<file path="src/rtl/twemp_pkg.sv">
// Package for the two-wheel encoder move controller.
// Holds item structs, register indexes, reset values and controller/datapath types.
// No dependencies.
package twemp_pkg;

    localparam int CFG_INDEX_W = 3;
    localparam int CFG_DATA_W  = 32;

    localparam logic [CFG_INDEX_W-1:0] REG_PROP_GAIN  = 3'd0;
    localparam logic [CFG_INDEX_W-1:0] REG_INTEG_GAIN = 3'd1;
    localparam logic [CFG_INDEX_W-1:0] REG_DERIV_GAIN = 3'd2;
    localparam logic [CFG_INDEX_W-1:0] REG_WALK_SPEED = 3'd3;
    localparam logic [CFG_INDEX_W-1:0] REG_TURN_SPEED = 3'd4;

    localparam logic [31:0] PROP_GAIN_RST  = 32'd3006477;
    localparam logic [31:0] INTEG_GAIN_RST = 32'd1718;
    localparam logic [31:0] DERIV_GAIN_RST = 32'd0;
    localparam logic [14:0] WALK_SPEED_RST = 15'd11469;
    localparam logic [14:0] TURN_SPEED_RST = 15'd8192;

    localparam logic REQ_START = 1'b0;
    localparam logic REQ_TICK  = 1'b1;
    localparam logic MODE_WALK = 1'b0;
    localparam logic MODE_TURN = 1'b1;

    typedef struct packed {
        logic               req_type;
        logic               move_mode;
        logic signed [31:0] goal_pulses;
        logic signed [31:0] left_count;
        logic signed [31:0] right_count;
        logic [15:0]        elapsed_ms;
    } in_item_t;

    typedef struct packed {
        logic signed [15:0] left_speed;
        logic signed [15:0] right_speed;
        logic               left_reached;
        logic               right_reached;
        logic               move_finished;
    } out_item_t;

    typedef enum logic [2:0] {
        MUL_INTEG = 3'd0,
        MUL_P_LO  = 3'd1,
        MUL_P_HI  = 3'd2,
        MUL_I_LO  = 3'd3,
        MUL_I_HI  = 3'd4,
        MUL_D_LO  = 3'd5,
        MUL_D_HI  = 3'd6
    } mul_sel_t;

    typedef struct packed {
        logic     capture;
        logic     err_load;
        logic     acc_clr;
        logic     div_start;
        logic     mul_en;
        mul_sel_t mul_sel;
        logic     rate_load;
        logic     out_load;
    } ctl_cmd_t;

    typedef struct packed {
        logic pid_path;
        logic div_busy;
        logic out_free;
    } ctl_status_t;

endpackage

</file>
<file path="src/rtl/twemp_div.sv">
// Restoring divider, one quotient bit per cycle, signed dividend by unsigned divisor.
// Quotient truncates toward zero and saturates to signed 32 bit.
// No dependencies.
module twemp_div (
    input  logic               aclk,
    input  logic               aresetn,
    input  logic               start,
    input  logic signed [32:0] dividend,
    input  logic [15:0]        divisor,
    output logic               busy,
    output logic signed [31:0] quotient
);

    localparam int NUM_W  = 33;
    localparam int DEN_W  = 16;
    localparam int STEP_W = $clog2(NUM_W + 1);
    localparam logic [STEP_W-1:0] STEPS = STEP_W'(NUM_W);

    logic [NUM_W-1:0]  work_reg;
    logic [DEN_W-1:0]  rem_reg;
    logic [DEN_W-1:0]  den_reg;
    logic              neg_reg;
    logic [STEP_W-1:0] cnt_reg;

    logic [DEN_W:0]   rem_sh;
    logic [DEN_W+1:0] trial;
    logic             fits;
    logic [NUM_W-1:0] mag_in;
    logic [31:0]      mag_neg;

    assign busy   = (cnt_reg != '0);
    assign rem_sh = {rem_reg, work_reg[NUM_W-1]};
    assign trial  = {1'b0, rem_sh} - {2'b00, den_reg};
    assign fits   = !trial[DEN_W+1];
    assign mag_in = dividend[32] ? (NUM_W'(0) - NUM_W'(dividend)) : NUM_W'(dividend);

    always_ff @(posedge aclk) begin
        if (!aresetn) begin
            cnt_reg <= '0;
        end else if (start) begin
            cnt_reg <= STEPS;
        end else if (busy) begin
            cnt_reg <= cnt_reg - 1'b1;
        end
    end

    always_ff @(posedge aclk) begin
        if (start) begin
            work_reg <= mag_in;
            rem_reg  <= '0;
            den_reg  <= divisor;
            neg_reg  <= dividend[32];
        end else if (busy) begin
            work_reg <= {work_reg[NUM_W-2:0], fits};
            rem_reg  <= fits ? trial[DEN_W-1:0] : rem_sh[DEN_W-1:0];
        end
    end

    assign mag_neg = 32'd0 - work_reg[31:0];

    always_comb begin
        if (neg_reg) begin
            if (work_reg > 33'h080000000) begin
                quotient = 32'sh80000000;
            end else begin
                quotient = $signed(mag_neg);
            end
        end else begin
            if (work_reg[32] || work_reg[31]) begin
                quotient = 32'sh7FFFFFFF;
            end else begin
                quotient = $signed(work_reg[31:0]);
            end
        end
    end

endmodule

</file>
<file path="src/rtl/twemp_datapath.sv">
// Datapath: configuration registers, move state, PID arithmetic with one shared
// 17x32 multiplier, the divider and the output register.
// Depends on twemp_pkg and twemp_div.
module twemp_datapath import twemp_pkg::*; (
    input  logic                   aclk,
    input  logic                   aresetn,
    input  in_item_t               s_data,
    input  logic                   m_ready,
    output logic                   m_valid,
    output out_item_t              m_data,
    input  logic                   cfg_wen,
    input  logic [CFG_INDEX_W-1:0] cfg_index,
    input  logic [CFG_DATA_W-1:0]  cfg_wdata,
    input  ctl_cmd_t               cmd,
    output ctl_status_t            status
);

    logic [31:0] prop_gain_reg, integ_gain_reg, deriv_gain_reg;
    logic [14:0] walk_speed_reg, turn_speed_reg;

    in_item_t           in_reg;
    logic signed [31:0] target_reg;
    logic               mode_reg;
    logic               left_done_reg, right_done_reg;
    logic signed [31:0] integ_reg, prev_err_reg, err_reg, rate_reg;
    logic signed [48:0] prod_reg;
    mul_sel_t           prod_sel_reg;
    logic               prod_vld_reg;
    logic signed [65:0] acc_reg;
    logic               m_valid_reg;
    out_item_t          m_data_reg;

    logic signed [31:0] lc, rc, g;
    logic signed [32:0] lc33, rc33, ng, diff33;
    logic signed [31:0] err_next;
    logic signed [16:0] mul_a;
    logic signed [31:0] mul_b;
    logic signed [48:0] mul_p;
    logic signed [49:0] integ_sum;
    logic signed [31:0] integ_next;
    logic signed [65:0] prod_ext, acc_add;
    logic               prod_hi;
    logic signed [48:0] corr;
    logic signed [50:0] base, base_neg;
    logic signed [15:0] ws, ts;
    logic signed [15:0] ls, rs;
    logic               ld, rd, fin;
    logic               pid_path;
    logic               div_busy;
    logic signed [31:0] div_quo;

    function automatic logic signed [15:0] sat16(input logic signed [50:0] v);
        if (v > 51'sd32767) begin
            return 16'sh7FFF;
        end else if (v < -51'sd32768) begin
            return 16'sh8000;
        end else begin
            return v[15:0];
        end
    endfunction

    always_ff @(posedge aclk) begin
        if (!aresetn) begin
            prop_gain_reg  <= PROP_GAIN_RST;
            integ_gain_reg <= INTEG_GAIN_RST;
            deriv_gain_reg <= DERIV_GAIN_RST;
            walk_speed_reg <= WALK_SPEED_RST;
            turn_speed_reg <= TURN_SPEED_RST;
        end else if (cfg_wen) begin
            case (cfg_index)
                REG_PROP_GAIN:  prop_gain_reg  <= cfg_wdata;
                REG_INTEG_GAIN: integ_gain_reg <= cfg_wdata;
                REG_DERIV_GAIN: deriv_gain_reg <= cfg_wdata;
                REG_WALK_SPEED: walk_speed_reg <= cfg_wdata[14:0];
                REG_TURN_SPEED: turn_speed_reg <= cfg_wdata[14:0];
                default: ;
            endcase
        end
    end

    assign lc   = in_reg.left_count;
    assign rc   = in_reg.right_count;
    assign g    = target_reg;
    assign lc33 = {lc[31], lc};
    assign rc33 = {rc[31], rc};
    assign ng   = -{g[31], g};

    assign diff33   = lc33 - rc33;
    assign err_next = (diff33[32] != diff33[31]) ?
                      (diff33[32] ? 32'sh80000000 : 32'sh7FFFFFFF) : diff33[31:0];

    assign pid_path = (in_reg.req_type == REQ_TICK) && !(left_done_reg && right_done_reg)
                      && (mode_reg == MODE_WALK);

    always_comb begin
        mul_a = {1'b0, prop_gain_reg[15:0]};
        mul_b = err_reg;
        case (cmd.mul_sel)
            MUL_INTEG: begin
                mul_a = {1'b0, in_reg.elapsed_ms};
                mul_b = err_reg;
            end
            MUL_P_LO: begin
                mul_a = {1'b0, prop_gain_reg[15:0]};
                mul_b = err_reg;
            end
            MUL_P_HI: begin
                mul_a = {1'b0, prop_gain_reg[31:16]};
                mul_b = err_reg;
            end
            MUL_I_LO: begin
                mul_a = {1'b0, integ_gain_reg[15:0]};
                mul_b = integ_reg;
            end
            MUL_I_HI: begin
                mul_a = {1'b0, integ_gain_reg[31:16]};
                mul_b = integ_reg;
            end
            MUL_D_LO: begin
                mul_a = {1'b0, deriv_gain_reg[15:0]};
                mul_b = rate_reg;
            end
            MUL_D_HI: begin
                mul_a = {1'b0, deriv_gain_reg[31:16]};
                mul_b = rate_reg;
            end
            default: begin
                mul_a = {1'b0, prop_gain_reg[15:0]};
                mul_b = err_reg;
            end
        endcase
    end

    assign mul_p = mul_a * mul_b;

    assign integ_sum  = {{18{integ_reg[31]}}, integ_reg} + {prod_reg[48], prod_reg};
    assign integ_next = (integ_sum[49:31] == {19{integ_sum[31]}}) ? integ_sum[31:0] :
                        (integ_sum[49] ? 32'sh80000000 : 32'sh7FFFFFFF);

    always_comb begin
        prod_ext = {{17{prod_reg[48]}}, prod_reg};
        prod_hi  = prod_sel_reg inside {MUL_P_HI, MUL_I_HI, MUL_D_HI};
        acc_add  = prod_hi ? (prod_ext <<< 16) : prod_ext;
    end

    always_ff @(posedge aclk) begin
        if (cmd.mul_en) begin
            prod_reg     <= mul_p;
            prod_sel_reg <= cmd.mul_sel;
        end
        if (cmd.capture) begin
            in_reg <= s_data;
        end
        if (cmd.err_load) begin
            err_reg <= err_next;
        end
        if (cmd.rate_load) begin
            rate_reg <= (in_reg.elapsed_ms == '0) ? 32'sd0 : div_quo;
        end
        if (cmd.acc_clr) begin
            acc_reg <= '0;
        end else if (prod_vld_reg && (prod_sel_reg != MUL_INTEG)) begin
            acc_reg <= acc_reg + acc_add;
        end
        if (cmd.out_load) begin
            m_data_reg <= '{left_speed: ls, right_speed: rs, left_reached: ld,
                            right_reached: rd, move_finished: fin};
        end
    end

    twemp_div u_div (
        .aclk     (aclk),
        .aresetn  (aresetn),
        .start    (cmd.div_start),
        .dividend ({err_reg[31], err_reg} - {prev_err_reg[31], prev_err_reg}),
        .divisor  (in_reg.elapsed_ms),
        .busy     (div_busy),
        .quotient (div_quo)
    );

    assign corr     = acc_reg[65:17];
    assign base     = $signed({36'd0, walk_speed_reg}) + {{2{corr[48]}}, corr};
    assign base_neg = -base;
    assign ws       = {1'b0, walk_speed_reg};
    assign ts       = {1'b0, turn_speed_reg};

    always_comb begin
        ls  = '0;
        rs  = '0;
        ld  = left_done_reg;
        rd  = right_done_reg;
        fin = 1'b0;
        if (in_reg.req_type == REQ_START) begin
            ld = 1'b0;
            rd = 1'b0;
            if (in_reg.move_mode == MODE_WALK) begin
                ls = ws;
                rs = ws;
            end
        end else if (left_done_reg && right_done_reg) begin
            fin = 1'b1;
        end else begin
            if (mode_reg == MODE_WALK) begin
                if (lc < g && g > 32'sd0) begin
                    ls = ws;
                end else if (lc > g && g < 32'sd0) begin
                    ls = -ws;
                end else begin
                    ld = 1'b1;
                end
                if (rc < g && g > 32'sd0) begin
                    rs = sat16(base);
                end else if (rc > g && g < 32'sd0) begin
                    rs = sat16(base_neg);
                end else begin
                    rd = 1'b1;
                end
            end else begin
                if (lc < g) begin
                    ls = ts;
                end else if (lc > g) begin
                    ls = -ts;
                end else begin
                    ld = 1'b1;
                end
                if (rc33 < ng) begin
                    rs = ts;
                end else if (rc33 > ng) begin
                    rs = -ts;
                end else begin
                    rd = 1'b1;
                end
            end
            if (ld && rd) begin
                fin = 1'b1;
                ls  = '0;
                rs  = '0;
            end
        end
    end

    always_ff @(posedge aclk) begin
        if (!aresetn) begin
            target_reg     <= '0;
            mode_reg       <= MODE_WALK;
            left_done_reg  <= 1'b1;
            right_done_reg <= 1'b1;
            integ_reg      <= '0;
            prev_err_reg   <= '0;
            prod_vld_reg   <= 1'b0;
            m_valid_reg    <= 1'b0;
        end else begin
            prod_vld_reg <= cmd.mul_en;
            m_valid_reg  <= cmd.out_load || (m_valid_reg && !m_ready);
            if (prod_vld_reg && (prod_sel_reg == MUL_INTEG)) begin
                integ_reg <= integ_next;
            end
            if (cmd.out_load) begin
                left_done_reg  <= ld;
                right_done_reg <= rd;
                if (in_reg.req_type == REQ_START) begin
                    target_reg <= in_reg.goal_pulses;
                    mode_reg   <= in_reg.move_mode;
                end
                if (pid_path) begin
                    prev_err_reg <= err_reg;
                end
            end
        end
    end

    assign m_valid         = m_valid_reg;
    assign m_data          = m_data_reg;
    assign status.pid_path = pid_path;
    assign status.div_busy = div_busy;
    assign status.out_free = !m_valid_reg || m_ready;

endmodule

</file>
<file path="src/rtl/twemp_ctrl.sv">
// Controller: sequences capture, multiply steps, divider wait and result load.
// Depends on twemp_pkg.
module twemp_ctrl import twemp_pkg::*; (
    input  logic        aclk,
    input  logic        aresetn,
    input  logic        s_valid,
    output logic        s_ready,
    input  ctl_status_t status,
    output ctl_cmd_t    cmd
);

    typedef enum logic [7:0] {
        ST_IDLE     = 8'b0000_0001,
        ST_EVAL     = 8'b0000_0010,
        ST_MAC      = 8'b0000_0100,
        ST_WAIT_DIV = 8'b0000_1000,
        ST_RATE     = 8'b0001_0000,
        ST_DMAC     = 8'b0010_0000,
        ST_DRAIN    = 8'b0100_0000,
        ST_OUT      = 8'b1000_0000
    } state_t;

    state_t   state_reg, state_next;
    mul_sel_t sel_reg, sel_next;

    always_ff @(posedge aclk) begin
        if (!aresetn) begin
            state_reg <= ST_IDLE;
            sel_reg   <= MUL_INTEG;
        end else begin
            state_reg <= state_next;
            sel_reg   <= sel_next;
        end
    end

    always_comb begin
        state_next = state_reg;
        sel_next   = sel_reg;
        cmd        = '0;
        s_ready    = 1'b0;
        case (state_reg)
            ST_IDLE: begin
                s_ready = 1'b1;
                if (s_valid) begin
                    cmd.capture = 1'b1;
                    state_next  = ST_EVAL;
                end
            end
            ST_EVAL: begin
                cmd.err_load = 1'b1;
                cmd.acc_clr  = 1'b1;
                sel_next     = MUL_INTEG;
                state_next   = status.pid_path ? ST_MAC : ST_OUT;
            end
            ST_MAC: begin
                cmd.mul_en    = 1'b1;
                cmd.mul_sel   = sel_reg;
                cmd.div_start = (sel_reg == MUL_INTEG);
                if (sel_reg == MUL_I_HI) begin
                    state_next = ST_WAIT_DIV;
                end else begin
                    sel_next = mul_sel_t'(sel_reg + 3'd1);
                end
            end
            ST_WAIT_DIV: begin
                if (!status.div_busy) begin
                    state_next = ST_RATE;
                end
            end
            ST_RATE: begin
                cmd.rate_load = 1'b1;
                sel_next      = MUL_D_LO;
                state_next    = ST_DMAC;
            end
            ST_DMAC: begin
                cmd.mul_en  = 1'b1;
                cmd.mul_sel = sel_reg;
                if (sel_reg == MUL_D_HI) begin
                    state_next = ST_DRAIN;
                end else begin
                    sel_next = mul_sel_t'(sel_reg + 3'd1);
                end
            end
            ST_DRAIN: begin
                state_next = ST_OUT;
            end
            ST_OUT: begin
                if (status.out_free) begin
                    cmd.out_load = 1'b1;
                    state_next   = ST_IDLE;
                end
            end
            default: begin
                state_next = ST_IDLE;
            end
        endcase
    end

endmodule

</file>
<file path="src/rtl/two_wheel_encoder_move_pid_unit.sv">
// Two-wheel encoder move controller with PID wheel synchronization, top level.
// Depends on twemp_pkg, twemp_ctrl and twemp_datapath.
//
// One item is in work at a time; every item gives one result. Start items and
// ticks outside a walk move pass from capture through evaluation to the result
// load. A walk-mode tick also waits on the 33-step restoring divider for the
// derivative term, while the integral update and the proportional and integral
// terms go through one shared 17x32 multiplier (16-bit gain halves) in the
// divider's shadow, followed by the two derivative steps. The result
// register lets a new item enter while the previous result waits for m_ready.
// Configuration writes take effect at once and are meant for idle periods.
module two_wheel_encoder_move_pid_unit import twemp_pkg::*; (
    input  logic                   aclk,
    input  logic                   aresetn,
    input  logic                   s_valid,
    output logic                   s_ready,
    input  in_item_t               s_data,
    output logic                   m_valid,
    input  logic                   m_ready,
    output out_item_t              m_data,
    input  logic                   cfg_wen,
    input  logic [CFG_INDEX_W-1:0] cfg_index,
    input  logic [CFG_DATA_W-1:0]  cfg_wdata
);

    ctl_cmd_t    cmd;
    ctl_status_t status;

    twemp_ctrl u_ctrl (
        .aclk    (aclk),
        .aresetn (aresetn),
        .s_valid (s_valid),
        .s_ready (s_ready),
        .status  (status),
        .cmd     (cmd)
    );

    twemp_datapath u_datapath (
        .aclk      (aclk),
        .aresetn   (aresetn),
        .s_data    (s_data),
        .m_ready   (m_ready),
        .m_valid   (m_valid),
        .m_data    (m_data),
        .cfg_wen   (cfg_wen),
        .cfg_index (cfg_index),
        .cfg_wdata (cfg_wdata),
        .cmd       (cmd),
        .status    (status)
    );

    a_one_item: assert property (@(posedge aclk) disable iff (!aresetn)
        (s_valid && s_ready) |=> !s_ready)
        else $error("second item accepted while one is in work");

    a_no_overwrite: assert property (@(posedge aclk) disable iff (!aresetn)
        cmd.out_load |-> status.out_free)
        else $error("result loaded over a pending result");

    a_div_idle_start: assert property (@(posedge aclk) disable iff (!aresetn)
        cmd.div_start |-> !status.div_busy)
        else $error("divider started while busy");

    a_rate_ready: assert property (@(posedge aclk) disable iff (!aresetn)
        cmd.rate_load |-> !status.div_busy)
        else $error("rate taken before the divider finished");

endmodule

</file>
<file path="config.mk">
export PLATFORM = sky130hd
export DESIGN_NAME = two_wheel_encoder_move_pid_unit
export DESIGN_NICKNAME = d
export VERILOG_FILES = /design/src/rtl/twemp_pkg.sv /design/src/rtl/twemp_div.sv /design/src/rtl/twemp_datapath.sv /design/src/rtl/twemp_ctrl.sv /design/src/rtl/two_wheel_encoder_move_pid_unit.sv
export SDC_FILE = /design/constraint.sdc
export NUM_CORES = 2
export LEC_CHECK = 0
export ABC_AREA = 1
export BUFFER_PORTS_ARGS = -buffer_cell sky130_fd_sc_hd__buf_2
export CAP_MARGIN = 20
export CORE_ASPECT_RATIO = 1.5
export CORE_MARGIN = 2
export CORE_UTILIZATION = 45
export CTS_CLUSTER_SIZE = 20
export DETAILED_ROUTE_END_ITERATION = 7
export PLACE_DENSITY = 0.7
export SLEW_MARGIN = 0
export SYNTH_ARGS = -nofsm -noshare
export SYNTH_HDL_FRONTEND = slang
export SYNTH_HIERARCHICAL = 1
export SYNTH_SLANG_ARGS = --single-unit
</file>
<file path="constraint.sdc">
create_clock -name aclk -period 18.17 [get_ports aclk]
set_input_delay 2.7255 -clock aclk [delete_from_list [all_inputs] [get_ports aclk]]
set_output_delay 2.7255 -clock aclk [all_outputs]
set_load 0.005 [all_outputs]
</file>
==> impl_results.md <==
- Status: finished, final reports clean
- Worst path depth: 40
- Starting Density: 45.3%
- Crit Reg-Reg Endpoint: u_datapath/prod_reg[46]
- Die height: 472 µm
- Layout Nets: 10,300
- Worst setup margin: 7.69 ns
- Placer Congestion: 1.05
- Synth async-reset ratio: 0%
- Worst hold start: u_datapath/integ_gain_reg[11]
- Num CTS Buffers: 71
- Netlist Area Pre-Place: 0.0656 mm²
- Filler cells: 14,700
- Non-Filler Instances: 11,200
- Setup WS pre-CTS: 7.35 ns
- Ports: 191
- Antenna violations before repair: 6
- H-tree depth: 3
- Setup Buffers After CTS: 0
- GRT Total Usage: 30.7%
- Yosys warning total: 6
- R2R Setup Slk: 7.69 ns
- DR vias: 60,800
- Pin count of the biggest net entering global routing: 83
- End of the critical path: u_datapath/prod_reg[46]
- Clk root buf: clkbuf_16
- PostCTS Resize Cnt: 0
- Max FFs per register: 66
- Top cell by count, worst path: nand2_1
- Dpl cells: 11,000
- IO Port Bufs: 190
- Final WL: 230,000 µm
- GRT overflow: 0
- Clock sink count: 641
- Number of synthesized register bits: 641
- Final ANT Viol Nets: 0
- Crit Path Max Fanout: 31
- Die width: 316 µm
- Cell row count: 171
- Drt wl/cell: 20.6 µm
- # setup viols final: 0
- Type of origin of the critical path: register
- Setup TNS: 0 ns
- CP endpoint kind: register
- Routed vias/inst: 5.45
- Core Area: 0.145 mm²
- Critical-path top delay cell: inv_1
- Worst Path Buf+Inv: 8
- Drt pass-1 iters: 6
- Netlist cell types: 65
- Crit path kind: register to register
- Syn-to-layout area delta: 8.31%
- Worst EP arrival: 10.88 ns
- Iteration-0 DRC Markers: 4,621
- Tcrit/Tclk final: 57.7%
- Max Root-Sink Buffers: 3
- Period minus WS final: 10.48 ns
- RSZ-0062 raised after global routing: false
- Cell family with most CP delay: adder cells
- Area of the die: 0.149 mm²
- Top FF cell, synth: dfxtp_1
- Drc violations: 0
- Hold-fix buffers at CTS: 0
- Final HPWL DP: 188,000 µm
- R2R cell count: 40
- Worst-skew pair later-pin latency: 0.71 ns
- Hold crit path type: register to register
- Final Skew: 0.0590 ns
- Max_slew headroom: 12.1%
- Syn_area_per_cell: 7.20 µm²
- Global-route wire length before repair: 348,000 µm
- Final hold vios: 0
- CTS tree: done
- Max-cap violation count: 0
- Critical Path RT: 18.57 ns
- Max-slew violation count: 0
- R2R Path Start: u_ctrl/state_reg[2]
- Number of global-route vias before repair: 61,800
- Synthesized net count: 10,200
- Multi-input gate area: 0.0420 mm²
- Register cell area after layout: 0.0160 mm²
- Worst-margin pin slew: 1.31 ns
- Max Clock Freq: 95.5 MHz
- CP startpoint: u_ctrl/state_reg[2]
- CP max stage delay: 0.71 ns
- Cells after synthesis: 9,109
- Clock transition at path regs: 0.06 ns
- Sequential share of the synthesized area: 24.4%
- Share of post-route cells with drive strength above 1: 6.11%
- Post-synth EDFFs: 315
-- tightest hold or removal path, cell delays in order, from the launching register on --
cell and delay (ns):
dfxtp_1 0.29, inv_1 0.06, a21oi_1 0.06
-- per-stage QoR --
step	utilization (%)	hold slack, ns	instance area, µm²
after global routing	49.1	0.474	71000
after CTS	49.0	0.458	70900
after global placement	47.3	0.440	68400
final	49.1	0.454	71000
after detailed placement	47.4	0.449	68500
after floorplan	-	0.425	65600
-- metal layers --
layer	part of all wire [%]	global-route usage, %	vias up
met5	0.011	0	-
met3	5.2	4.22	808
met4	10	26.1	4
met2	50	55.0	2121
li1	-	-	29200
met1	35	31.1	28700
-- cells in the mapped netlist (8+ instances only) --
cell       number  area [µm²]
nand2_1      1937        7270
inv_1        1722        6460
nor2_1        953        3580
a21oi_1       629        3150
o21ai_0       597        2990
fa_1          495        9910
ha_1          435        5440
nand3_1       379        1900
dfxtp_1       326        6530
edfxtp_1      315        9460
clkbuf_1      219         822
xor2_1        218        1910
nand4_1       123         769
xnor2_1        96         841
nor3_1         90         450
a31oi_1        79         494
o22ai_1        47         294
nand2_2        35         219
nor2_2         33         206
o211ai_1       30         225
inv_2          25        93.8
nor4_1         25         156
o21a_1         24         180
o21bai_1       22         165
a211oi_1       20         150
nor2_4         20         225
nand3b_1       17         128
o21ai_2        15         131
o21ai_1        14        70.1
buf_2          13        65.1
nand3_2        12         120
a2111oi_0      11        96.3
a21o_1         11        82.6
clkinv_1       10        37.5
o221ai_1       10        87.6
or2_2           9        56.3
buf_1           8        30.0
nand2_4         8        90.1
o31ai_1         8        60.1
-- worst min-delay path by stage --
stage / to / slack [ns] / cells after the start
after floorplan: u_datapath/deriv_gain_reg[17] / 0.42 / 2
after global placement: u_datapath/deriv_gain_reg[12] / 0.44 / 2
after detailed placement: u_datapath/deriv_gain_reg[3] / 0.45 / 2
after CTS: u_datapath/integ_gain_reg[11] / 0.46 / 2
after global routing: u_datapath/deriv_gain_reg[3] / 0.47 / 2
final: u_datapath/integ_gain_reg[11] / 0.45 / 2
-- placed cells by master (no fill, tap or decap), drive strengths merged, types with 20 or more instances in the layout --
master and instances:
nand2 1980, inv 1753, nor2 1007, a21oi 633
o21ai 626, fa 495, ha 435, nand3 393
dfxtp 326, edfxtp 315, buf 264, xor2 219
nand4 123, xnor2 96, nor3 92, clkbuf 85
a31oi 79, o22ai 47, clkinv 36, o211ai 30
nor4 25, o21a 24, o21bai 23, a211oi 20
-- cells by family (layout without fill, tap and decap cells) --
kind of cell	after synthesis	count (layout)	share of synthesized area, %
buffers and inverters	2007	2151	11.6
AOI/OAI and AO/OA	1554	1554	13.0
DFF	641	641	24.4
and+or+nand+nor	3662	3662	23.4
adders and majority gates	930	930	23.4
xor gates and xnor gates	315	315	4.24
other	0	5	0
-- area by class of cell --
type | count | share of cell area [%]
Multi-Input combinational cell | 6461 | 59.2
Tap cell | 1903 | 3.35
Inverter | 1757 | 9.28
Timing Repair Buffer | 264 | 2.29
Antenna cell | 5 | 0.0176
Clock inverter | 45 | 0.745
Sequential cell | 641 | 22.5
Clock buffer | 85 | 2.62
Power is not shown: default switching activity piles up to over one toggle a cycle in this logic, so the estimate is an artifact.
